--- src/hrst_pkg.sv ---
// hrst_pkg: sizes, codes and types shared by the successor table cells and top level
// depends on nothing
`default_nettype none

package hrst_pkg;

    localparam int MAX_NODES = 64;
    localparam int IDX_W     = $clog2(MAX_NODES);
    localparam int CNT_W     = $clog2(MAX_NODES + 1);
    localparam int ID_W      = 32;
    localparam int OP_W      = 3;
    localparam int ST_W      = 3;

    typedef enum logic [OP_W-1:0] {
        OP_ADD   = 3'd0,
        OP_REM   = 3'd1,
        OP_OWNER = 3'd2,
        OP_SUCC  = 3'd3,
        OP_PRED  = 3'd4
    } t_op;

    typedef enum logic [ST_W-1:0] {
        ST_OK         = 3'd0,
        ST_EMPTY      = 3'd1,
        ST_NOT_MEMBER = 3'd2,
        ST_PRESENT    = 3'd3,
        ST_FULL       = 3'd4
    } t_status;

    typedef enum logic {
        S_IDLE = 1'b0,
        S_EXEC = 1'b1
    } t_state;

    // per-cell control from the sequencer
    typedef struct packed {
        logic cmp;    // compare stored id against the incoming key
        logic ins;    // insert: shift up from the left neighbor or load key
        logic rem;    // remove: shift down from the right neighbor
        logic pick;   // this cell drives the lookup answer
        logic valid;  // this cell holds a member
    } t_cell_ctl;

endpackage

`default_nettype wire

--- src/hrst_cell.sv ---
// hrst_cell: one slot of the sorted row, holds an id and its compare flags
// depends on hrst_pkg
`default_nettype none

module hrst_cell (
    input  wire                        i_clk,
    input  hrst_pkg::t_cell_ctl        i_ctl,
    input  wire [hrst_pkg::ID_W-1:0]   i_cmp_key,
    input  wire [hrst_pkg::ID_W-1:0]   i_ins_key,
    input  wire                        i_left_lt,
    input  wire [hrst_pkg::ID_W-1:0]   i_left_id,
    input  wire [hrst_pkg::ID_W-1:0]   i_right_id,
    output logic [hrst_pkg::ID_W-1:0]  o_id,
    output logic                       o_lt,
    output logic                       o_eq,
    output logic [hrst_pkg::ID_W-1:0]  o_pick_id
);
    import hrst_pkg::*;

    logic [ID_W-1:0] r_id;
    logic            r_lt;
    logic            r_eq;

    always_ff @(posedge i_clk) begin
        if (i_ctl.cmp) begin
            r_lt <= i_ctl.valid && (r_id < i_cmp_key);
            r_eq <= i_ctl.valid && (r_id == i_cmp_key);
        end
        if (i_ctl.ins && !r_lt) begin
            // first slot at or after the key takes it, the rest move up
            r_id <= i_left_lt ? i_ins_key : i_left_id;
        end else if (i_ctl.rem && !r_lt) begin
            r_id <= i_right_id;
        end
    end

    assign o_id      = r_id;
    assign o_lt      = r_lt;
    assign o_eq      = r_eq;
    assign o_pick_id = i_ctl.pick ? r_id : '0;

endmodule

`default_nettype wire

--- config.mk ---
export PLATFORM = sky130hd
export DESIGN_NAME = hrst_cell
export DESIGN_NICKNAME = d
export VERILOG_FILES = /design/src/hrst_pkg.sv /design/src/hrst_cell.sv
export SDC_FILE = /design/constraint.sdc
export NUM_CORES = 1
export LEC_CHECK = 0
export BUFFER_PORTS_ARGS = -buffer_cell sky130_fd_sc_hd__buf_2
export CAP_MARGIN = 10
export CELL_PAD_IN_SITES_DETAIL_PLACEMENT = 0
export CELL_PAD_IN_SITES_GLOBAL_PLACEMENT = 2
export CORE_ASPECT_RATIO = 1.25
export CORE_UTILIZATION = 22
export CTS_BUF_LIST = sky130_fd_sc_hd__clkbuf_8 sky130_fd_sc_hd__clkbuf_16
export DETAILED_ROUTE_END_ITERATION = 8
export GPL_ROUTABILITY_DRIVEN = 0
export PLACE_DENSITY_LB_ADDON = 0.05
export REMOVE_ABC_BUFFERS = 1
export SYNTH_ARGS = -nofsm -noshare
export SYNTH_HDL_FRONTEND = slang
export SYNTH_SLANG_ARGS = --single-unit
--- constraint.sdc ---
create_clock -name i_clk -period 2.5 [get_ports i_clk]
set_input_delay 0.25 -clock i_clk [delete_from_list [all_inputs] [get_ports i_clk]]
set_output_delay 0.25 -clock i_clk [all_outputs]
set_load 0.005 [all_outputs]
# After elaboration in Yosys (flattened, before gate mapping)
# Cells that the tools add are included.
# word_totals
register_bits,34
word_cells,15
# classes
order_cmp,1
muxes,4
eq_ne,1
n_reduce_logical,6
# op_table
cell,n
two-way mux 32 bit,4
equality test 32 bit,1
< comparator 32 bit,1
logical AND 1 bit,4
nonzero test 2 bit,1
zero test 1 bit,1

# Longest topological paths before layout
# Gate-level depths: netlist of the first run.
# logic_depth
depth_word,4
ltp_mapped,7
mapped_depth_nobuf,7

# Worst setup path after synthesis of the first run
# No wires, ideal clock.
# synth_timing
path_type,register to register
from,reg r_lt (netlist: o_lt)
to,reg r_id[0] (netlist: o_id[0]) (enable)
path_slack_ps,285
t_arrival_ps,1793
period_less_slack_ps,2215
stages_incl_launch_ff,2
setup_ps,422
path_buffers,0
cell_sequence,edfxtp_1 > nor2_1
# synth_between
elab_chain_cells,3
elab_cells_between_ends,4
# synth_lines
element,line_no,rtl
"start, declared",hrst_cell.sv:21,logic r_lt;
"start signal, assigned",hrst_cell.sv:26,r_lt <= i_ctl.valid && (r_id < i_cmp_key);
zero test 1 bit (*),"hrst_cell.sv:29, hrst_cell.sv:32",
"logical AND 1 bit, on equally long branches","hrst_cell.sv:29, hrst_cell.sv:32",
nonzero test 2 bit (no source line) (*),n/a,
"end signal, assigned",hrst_cell.sv:31,r_id <= i_left_lt ? i_ins_key : i_left_id;
"end signal, assigned",hrst_cell.sv:33,r_id <= i_right_id;
"end, declared",hrst_cell.sv:20,logic [ID_W-1:0] r_id;
# Mark *: on every way between the ends. The rest lies on a longest branch, timed or not.
# A chain may end at the register's enable or synchronous reset.

# Final worst setup path of the first run
# layout_timing
from,reg r_id[13] (netlist: o_id[13])
to,reg r_lt (netlist: o_lt) (data pin)
# layout_between
elab_chain_cells,2
# layout_lines
element,line_no
< comparator 32 bit,hrst_cell.sv:26
logical AND 1 bit,hrst_cell.sv:26
# No other way between the ends.

==> results of run 1 <==
registers in the layout, summed over array words and instances (netlist names):
register and flops:
o_eq 1, o_id 32, o_lt 1
where the power goes:
part           switching, µW  total (µW)  internal (µW)  leakage, µW
Sequential              42.6         748            705     0.000334
Combinational            272         557            286      0.00179
Clock                    236         593            356    0.0000723
worst max-delay path by stage:
stage | startpoint | to | cells past startpoint
4_1_cts | o_id[15] | o_lt | 6
3_3_place_gp | o_id[12] | o_lt | 6
5_1_grt | o_id[15] | o_lt | 6
2_1_floorplan | o_lt | o_id[0] | 1
3_5_place_dp | o_id[15] | o_lt | 6
6_report | o_id[13] | o_lt | 6
cells in the final DEF, fill, tap and decap left out, types with 2 or more instances in the layout:
cell type  instances
ha_1              32
nand4_1            4
and2_1            32
o21a_1             2
nor2_1             3
mux2i_1           32
clkbuf_16          5
nand4_2            2
nand2_1           40
edfxtp_1          34
nor4_2             2
inv_1             35
a21o_1             3
nor4_1             2
o21ai_1           34
a21oi_1           12
buf_2            200
buf_12             3
cell families (layout without fill, tap and decap cells):
family                   after synthesis  in the layout
adder cells (fa/ha/maj)               32             32
multiplexers                          32             32
flip-flops                            34             34
AND/OR/NAND/NOR                       92             92
buffers and inverters                 47            243
AO/OA/AOI/OAI                         57             57
through the flow:
step,hold slack [ns],utilization [%]
floorplan,0.362,-
global placement,0.500,32.5
detailed placement,0.501,32.5
CTS,0.207,33.6
global route,0.216,33.6
finish,0.217,33.6
Yosys cell counts (all sizes together):
master,count
a211oi,2
inv,33
nor2b,1
nor2,4
buf,11
nand4,6
o221a,1
nand3,1
a21oi,12
nand2b,2
clkbuf,3
o21a,2
a21o,3
edfxtp,34
nand2,40
nor3,1
o21ai,35
ha,32
mux2i,32
o211ai,1
a2bb2oi,1
nor4,4
nand4b,1
and2,32
layer usage:
metal	global-route usage, %	vias up	routed length [µm]
met5	0	-	0
met4	3.78	0	105
met3	3.23	5	625
met2	25.8	113	4690
met1	13.9	1168	3340
li1	-	1413	-
final cells by class:
type                            count  area [µm²]
Multi-Input combinational cell    213        1550
Sequential cell                    34        1020
Clock buffer                        5         125
Clock inverter                      2        7.51
Fill cell                        1347        8070
Inverter                           33         124
Timing Repair Buffer              203        1060
Tap cell                          164         205
critical path, cell delays in order (launching register included):
cell and delay [ns]:
edfxtp_1 0.40, ha_1 0.33, nand4_2 0.15, nor4_2 0.36, o21ai_1 0.13, o211ai_2 0.11, a211oi_2 0.09
==> results.sh, run 1 <==
export IMPL_run_status="completed"
export IMPL_tns_ns=0
export IMPL_maxCapViolCount=0
export IMPL_port_buffers=200
export IMPL_rows=45
export IMPL_cts_root_buf="clkbuf_16"
export IMPL_irDropWorstVdd_mv=0.230
export IMPL_r2r_start="o_id[13]"
export IMPL_clock_sinks=34
export IMPL_critPathMaxFanout=3
export IMPL_yosysTopAreaCellShare_pct=37.1
export IMPL_syn_to_final_growth_pct=48.5
export IMPL_clk_path_buf_depth=2
export IMPL_netlist_cell_type_count=29
export IMPL_initial_utilization_pct=22.7
export IMPL_ys_seq_area_share_pct=37.1
export IMPL_worstPathRequired_ns=2.52
export IMPL_num_vias=2699
export IMPL_cp_start_kind="register"
export IMPL_synth_compound_area_share_pct=11.8
export IMPL_fin_crit_ns=1.82
export IMPL_timing_slew_headroom_pct=55.5
export IMPL_setup_violations=0
export IMPL_layout_drive_gt1_share_pct=44.3
export IMPL_syn_inst=294
export IMPL_min_to="o_eq"
export IMPL_rsz0062_at_grt="false"
export IMPL_synthAdderAreaFrac_pct=14.5
export IMPL_antenna_found_initial=0
export IMPL_maxSlewViolCount=0
export IMPL_nets=657
export IMPL_diodes=0
export IMPL_crit_type="register to register"
export IMPL_finalCritPeriodShare_pct=73.0
export IMPL_hp_start="i_ctl[4]"
export IMPL_vias_per_cell=4.13
export IMPL_grt_start_max_net_pins=34
export IMPL_ys_ff_latch=34
export IMPL_dr_pass1_iters=4
export IMPL_wl_um=8760
export IMPL_grt_ovfl_total=0
export IMPL_netlist_area_um2=2760
export IMPL_cts_resized=0
export IMPL_synth_xor_area_share_pct=0
export IMPL_hold_depth=1
export IMPL_wire_per_inst_um=13.4
export IMPL_grt_util_all_layers_pct=13.4
export IMPL_dp_cells=647
export IMPL_pre_cts_ws_ns=0.647
export IMPL_drc=0
export IMPL_die_area_um2=13000
export IMPL_r2r_cells=6
export IMPL_grt_pass1_wl_um=12700
export IMPL_max_freq_mhz=548
export IMPL_synth_area_mux_share_pct=11.6
export IMPL_dp_hpwl_um=7070
export IMPL_die_height_um=127
export IMPL_path_clk_slew_ns=0.06
export IMPL_power_leakage_uw=0.00220
export IMPL_initialDrtViolationCount=25
export IMPL_avgSynthCellArea_um2=9.37
export IMPL_synth_simple_area_share_pct=17.8
export IMPL_tightestPinTransition_ns=0.668
export IMPL_core_um2=12200
export IMPL_io_pins=201
export IMPL_grt_pass1_vias=2528
export IMPL_r2r_setup_slack_ns=0.68
export IMPL_fin_skew_ns=0.00351
export IMPL_cts_hold_buf=0
export IMPL_setup_ws_ns=0.675
export IMPL_ys_warn_count=0
export IMPL_cts_made_buffers=5
export IMPL_placed_cell_area_um2=3960
export IMPL_setup_worst_path_end_class="register"
export IMPL_hold_class="input pin to register"
export IMPL_synth_top_family_by_area="simple AND/OR/NAND/NOR gates"
export IMPL_hold_viol=0
export IMPL_final_cell_area_um2=4090
export IMPL_h_tree_depth=2
export IMPL_power_density_nw_per_um2=464
export IMPL_crit_arrival_ns=1.84
export IMPL_worstSkewPairLatency_ns=0.28
export IMPL_cts_setup_buffers=0
export IMPL_die_w_um=102
export IMPL_antenna_left=0
export IMPL_tritoncts="built"
export IMPL_synth_area_leaders="edfxtp_1, ha_1, mux2i_1"
export IMPL_rr_endpoint="o_lt"
export IMPL_instances_no_fill=654
export IMPL_yosys_area_top_type="edfxtp_1"
export IMPL_power_uw=1900
(Power assumes the default switching activity.)
==> run 2, diff against run 1 <==
CORE_UTILIZATION = 19   (was 22)
clock period = 1.59 ns   (was 2.5 ns; I/O delays follow)
==> run 2 against run 1 <==
  * The flow now finishes with violations (negative setup slack)
  * Sequential share of layout area shrank 2.3 points
  * Largest power group unchanged
  * Critical path type unchanged
  * Design area increased by 10%
  * Critical path depth unchanged
  * Sequential power rose by 56%
==> results.sh, run 2 (synthesis gave the netlist of run 1 again) <==
export IMPL_drc=0
export IMPL_antenna_left=0
export IMPL_worst_path_buf_inv=0
export IMPL_die_area_um2=15000
export IMPL_finalCritPeriodShare_pct=109
export IMPL_crit_slowest_cell="edfxtp_1"
export IMPL_run_status="complete, but fails checks"
export IMPL_utilization_pct=32.2
export IMPL_antenna_found_initial=0
export IMPL_dp_hpwl_um=7550
export IMPL_instances_no_fill=699
export IMPL_final_common_cell="buf_2"
export IMPL_tns_ns=-0.242
export IMPL_timing_slew_headroom_pct=64.7
export IMPL_cts_made_buffers=5
export IMPL_maxSlewViolCount=0
export IMPL_worstPathRequired_ns=1.61
export IMPL_port_buffers=200
export IMPL_wire_per_inst_um=13.3
export IMPL_clk_path_buf_depth=2
export IMPL_num_vias=2808
export IMPL_irDropWorstVdd_mv=0.429
export IMPL_worstSetupStartpoint="o_id[7]"
export IMPL_path_cells="ha_4 > nand2_4 > o21a_1 > o221a_2 > o211ai_2 > a211oi_2"
export IMPL_path_delay_family="compound AO/OA/AOI/OAI gates"
export IMPL_initialDrtViolationCount=51
export IMPL_vias_per_cell=4.02
export IMPL_crit_type="register to register"
export IMPL_violations="negative setup slack"
export IMPL_power_density_nw_per_um2=704
export IMPL_nets=691
export IMPL_r2r_cells=6
export IMPL_fin_skew_ns=0.00567
export IMPL_dr_pass1_iters=4
export IMPL_layout_drive_gt1_share_pct=50.6
export IMPL_tightestPinTransition_ns=0.530
export IMPL_rr_endpoint="o_lt"
export IMPL_cts_hold_buf=0
export IMPL_power_leakage_uw=0.00237
export IMPL_max_freq_mhz=577
export IMPL_whs_ns=0.0996
export IMPL_wl_um=9270
export IMPL_worstSkewPairLatency_ns=0.28
export IMPL_initial_utilization_pct=19.7
export IMPL_grt_ovfl_total=0
export IMPL_hold_class="input pin to register"
export IMPL_r2r_setup_slack_ns=-0.14
export IMPL_cts_root_buf="clkbuf_16"
export IMPL_diodes=0
export IMPL_rsz0062_at_grt="true"
export IMPL_cpPeakStageDelay_ns=0.43
export IMPL_grt_start_max_net_pins=45
export IMPL_crit_arrival_ns=1.75
export IMPL_dp_cells=689
export IMPL_maxCapViolCount=0
export IMPL_setup_violations=2
export IMPL_rows=48
export IMPL_pre_cts_ws_ns=-0.231
export IMPL_critPathMaxFanout=2
export IMPL_clock_sinks=34
export IMPL_io_pins=201
export IMPL_syn_to_final_growth_pct=63.4
export IMPL_largest_reg_flops=32
export IMPL_fin_crit_ns=1.73
export IMPL_path_clk_slew_ns=0.05
export IMPL_cp_start_kind="register"
export IMPL_grt_pass1_wl_um=13600
export IMPL_endpoint="o_lt"
export IMPL_layout_common_cells="buf_2, nand2_1, inv_1"
export IMPL_hold_viol=0
export IMPL_tritoncts="built"
export IMPL_r2r_start="o_id[7]"
export IMPL_core_um2=14000
export IMPL_cp_depth=6
export IMPL_setup_worst_path_end_class="register"
export IMPL_grt_pass1_vias=2746
export IMPL_die_height_um=137
export IMPL_grt_util_all_layers_pct=12.4
export IMPL_fillers=1526
export IMPL_setup_ws_ns=-0.144
export IMPL_h_tree_depth=2
export IMPL_die_w_um=110
-- run 2: cell types whose count changed in the layout (fill, tap and decap cells not counted), moves of 2 or more --
| cell | change |
|---|---|
| nand2_4 | +2 |
| nand2_1 | -2 |
| ha_1 | -8 |
| buf_4 | +34 |
| a21oi_2 | +2 |
| a21oi_1 | -2 |
| ha_4 | +8 |
-- run 2: worst min path at each step --
stage,cells after the start,slack (ns),end,start
finish,1,0.1,o_lt,i_ctl[4]
global route,1,0.1,o_lt,i_ctl[4]
CTS,1,0.09,o_lt,i_ctl[4]
detailed placement,1,0.39,o_lt,i_ctl[4]
global placement,1,0.39,o_lt,i_ctl[4]
floorplan,0,0.27,o_eq,i_ctl[4]
-- run 2: what timing repair did --
| item | in CTS | in global routing |
|---|---|---|
| pin swaps | 8 | 2 |
| setup endpoints to repair | 2 | 2 |
| resized for setup | 15 | 4 |
| setup buffers | 2 | 1 |
-- run 2: routing by layer --
metal  part of all wire (%)  routed length (µm)  track usage, %
met4                    1.2                 108            3.56
met2                     54                4990            24.1
met1                     39                3600            13.0
met3                    6.2                 576            2.76
met5                      0                   0               0
-- run 2: metrics by stage --
step / instance area [µm²] / power, µW
3_5_place_dp: 4190 / 2200
5_1_grt: 4500 / 3410
2_1_floorplan: 2680 / 1610
6_report: 4500 / 3170
4_1_cts: 4450 / 3230
3_3_place_gp: 4190 / 2200
-- run 2: worst reg2reg max path, cell delays in order (launching register included) --
cell,delay (ns)
edfxtp_1,0.43
ha_4,0.31
nand2_4,0.06
o21a_1,0.17
o221a_2,0.23
o211ai_2,0.18
a211oi_2,0.09
-- run 2: layout make-up --
cell class	instances	area, µm²	share of cell area [%]
Inverter	33	124	2.75
Clock inverter	2	7.51	0.167
Tap cell	175	219	4.87
Multi-Input combinational cell	213	1700	37.7
Clock buffer	5	125	2.78
Timing Repair Buffer	237	1310	29.1
Sequential cell	34	1020	22.7
-- run 2: power by group --
part	switching, µW	internal [µW]
Clock	364	560
Combinational	487	587
Sequential	62.8	1110
==> run 3, diff against run 2 <==
CORE_UTILIZATION = 22   (was 19)
clock period = 1.75 ns   (was 1.59 ns; I/O delays follow)
==> run 3 against run 2 <==
  * The run still ends with negative setup slack left
  * Global-route usage up 0.74 points
  * Design area down 3.3%
  * Maximum frequency fell by 1.2%
  * Via count is 0.43% lower
==> results.sh, run 3 (synthesis gave the netlist of run 1 again) <==
export IMPL_initialDrtViolationCount=36
export IMPL_clk_path_buf_depth=2
export IMPL_die_height_um=127
export IMPL_num_vias=2796
export IMPL_wl_um=8740
export IMPL_maxSlewViolCount=0
export IMPL_endpoint="o_lt"
export IMPL_fillers=1339
export IMPL_layout_drive_gt1_share_pct=48.7
export IMPL_crit_type="register to register"
export IMPL_antenna_left=0
export IMPL_initial_utilization_pct=22.7
export IMPL_r2r_cells=6
export IMPL_h_tree_depth=2
export IMPL_wire_per_inst_um=13.0
export IMPL_crit_arrival_ns=1.77
export IMPL_violations="negative setup slack"
export IMPL_drc=0
export IMPL_cts_made_buffers=5
export IMPL_cp_start_kind="register"
export IMPL_whs_ns=0.129
export IMPL_tightestPinTransition_ns=0.506
export IMPL_grt_start_max_net_pins=37
export IMPL_diodes=0
export IMPL_clock_sinks=34
export IMPL_rr_endpoint="o_lt"
export IMPL_rsz0062_at_grt="true"
export IMPL_path_clk_slew_ns=0.06
export IMPL_r2r_start="o_id[9]"
export IMPL_grt_pass1_vias=2720
export IMPL_tritoncts="built"
export IMPL_port_buffers=200
export IMPL_dp_hpwl_um=7100
export IMPL_cts_hold_buf=0
export IMPL_setup_worst_path_end_class="register"
export IMPL_antenna_found_initial=0
export IMPL_grt_util_all_layers_pct=13.1
export IMPL_timing_slew_headroom_pct=66.3
export IMPL_dp_cells=662
export IMPL_final_common_cell="buf_2"
export IMPL_cts_root_buf="clkbuf_16"
export IMPL_dr_pass1_iters=4
export IMPL_power_density_nw_per_um2=643
export IMPL_hold_depth=1
export IMPL_vias_per_cell=4.15
export IMPL_run_status="complete, but fails checks"
export IMPL_fin_skew_ns=0.00307
export IMPL_die_area_um2=13000
export IMPL_setup_ws_ns=-0.00638
export IMPL_core_um2=12200
export IMPL_fin_crit_ns=1.76
export IMPL_maxCapViolCount=0
export IMPL_syn_to_final_growth_pct=57.9
export IMPL_worstPathRequired_ns=1.76
export IMPL_io_pins=201
export IMPL_hold_viol=0
export IMPL_largest_reg_flops=32
export IMPL_tns_ns=-0.00638
export IMPL_layout_common_cells="buf_2, nand2_1, o21ai_1, edfxtp_1, inv_1"
export IMPL_setup_violations=1
export IMPL_worstSetupStartpoint="o_id[9]"
export IMPL_utilization_pct=35.8
export IMPL_finalCritPeriodShare_pct=100
export IMPL_irDropWorstVdd_mv=0.323
export IMPL_nets=677
export IMPL_worstSkewPairLatency_ns=0.27
export IMPL_hold_class="input pin to register"
export IMPL_rows=45
export IMPL_critPathMaxFanout=3
export IMPL_power_leakage_uw=0.00230
export IMPL_r2r_setup_slack_ns=-0.006
export IMPL_instances_no_fill=673
export IMPL_die_w_um=102
export IMPL_grt_ovfl_total=0
export IMPL_max_freq_mhz=569
export IMPL_grt_pass1_wl_um=13000
==> run 3: changes by cell type in the layout (fill, tap and decap cells not counted), sizes merged <==
cell,delta
inv,-2
buf,-14
clkinv,+1
==> run 3: worst min-delay path by stage <==
| stage | start | endpoint |
|---|---|---|
| after floorplan | i_ctl[4] | o_eq |
| after global placement | i_ctl[4] | o_eq |
| after detailed placement | i_ctl[4] | o_lt |
| after CTS | i_ctl[4] | o_eq |
| after global routing | i_ctl[4] | o_lt |
| final | i_ctl[4] | o_lt |
==> run 3: worst max-delay path, stage by stage, from the launching register on <==
cell and delay (ns):
edfxtp_1 0.45, ha_4 0.31, nand4_4 0.11, nor4_4 0.31
o21ai_1 0.12, o211ai_2 0.11, a211oi_2 0.09
==> run 3: stage by stage <==
stage | power (µW) | area (µm²) | setup WS (ns)
floorplan | 1470 | 2680 | -0.465
global placement | 1940 | 4070 | -0.00613
detailed placement | 1950 | 4070 | -0.0720
CTS | 2830 | 4270 | -0.0158
global route | 2990 | 4350 | -0.0844
finish | 2800 | 4350 | -0.00638
==> run 3: power breakdown <==
group          internal (µW)  leakage, µW  switching (µW)  total, µW
combinational            484      0.00190             425        909
clock                    506    0.0000632             317        823
sequential              1010     0.000334            58.1       1070
total                   2000      0.00230             800       2800
==> run 3: timing repair <==
item                                   CTS  global route
gates resized for setup                  6             8
setup endpoints to repair                2             2
buffers inserted                         3             2
pin swaps                                7             5
endpoints found under the hold margin    0             0
==> run 3: final cells by class <==
class / count / area, µm² / share of cell area (%)
Clock inverter: 1 / 3.75 / 0.0863
Clock buffer: 5 / 125 / 2.88
Tap cell: 164 / 205 / 4.72
Sequential cell: 34 / 1020 / 23.5
Timing Repair Buffer: 223 / 1210 / 27.8
Multi-Input combinational cell: 213 / 1660 / 38.2
Inverter: 33 / 124 / 2.85
==> run 3: per-layer routing <==
layer	track usage, %	vias up	part of all wire, %	routed length, µm
met4	3.03	0	0.53	46
li1	-	1456	-	-
met5	0	-	0	0
met1	13.4	1236	39	3380
met3	2.79	2	6.1	535
met2	26.3	102	55	4780
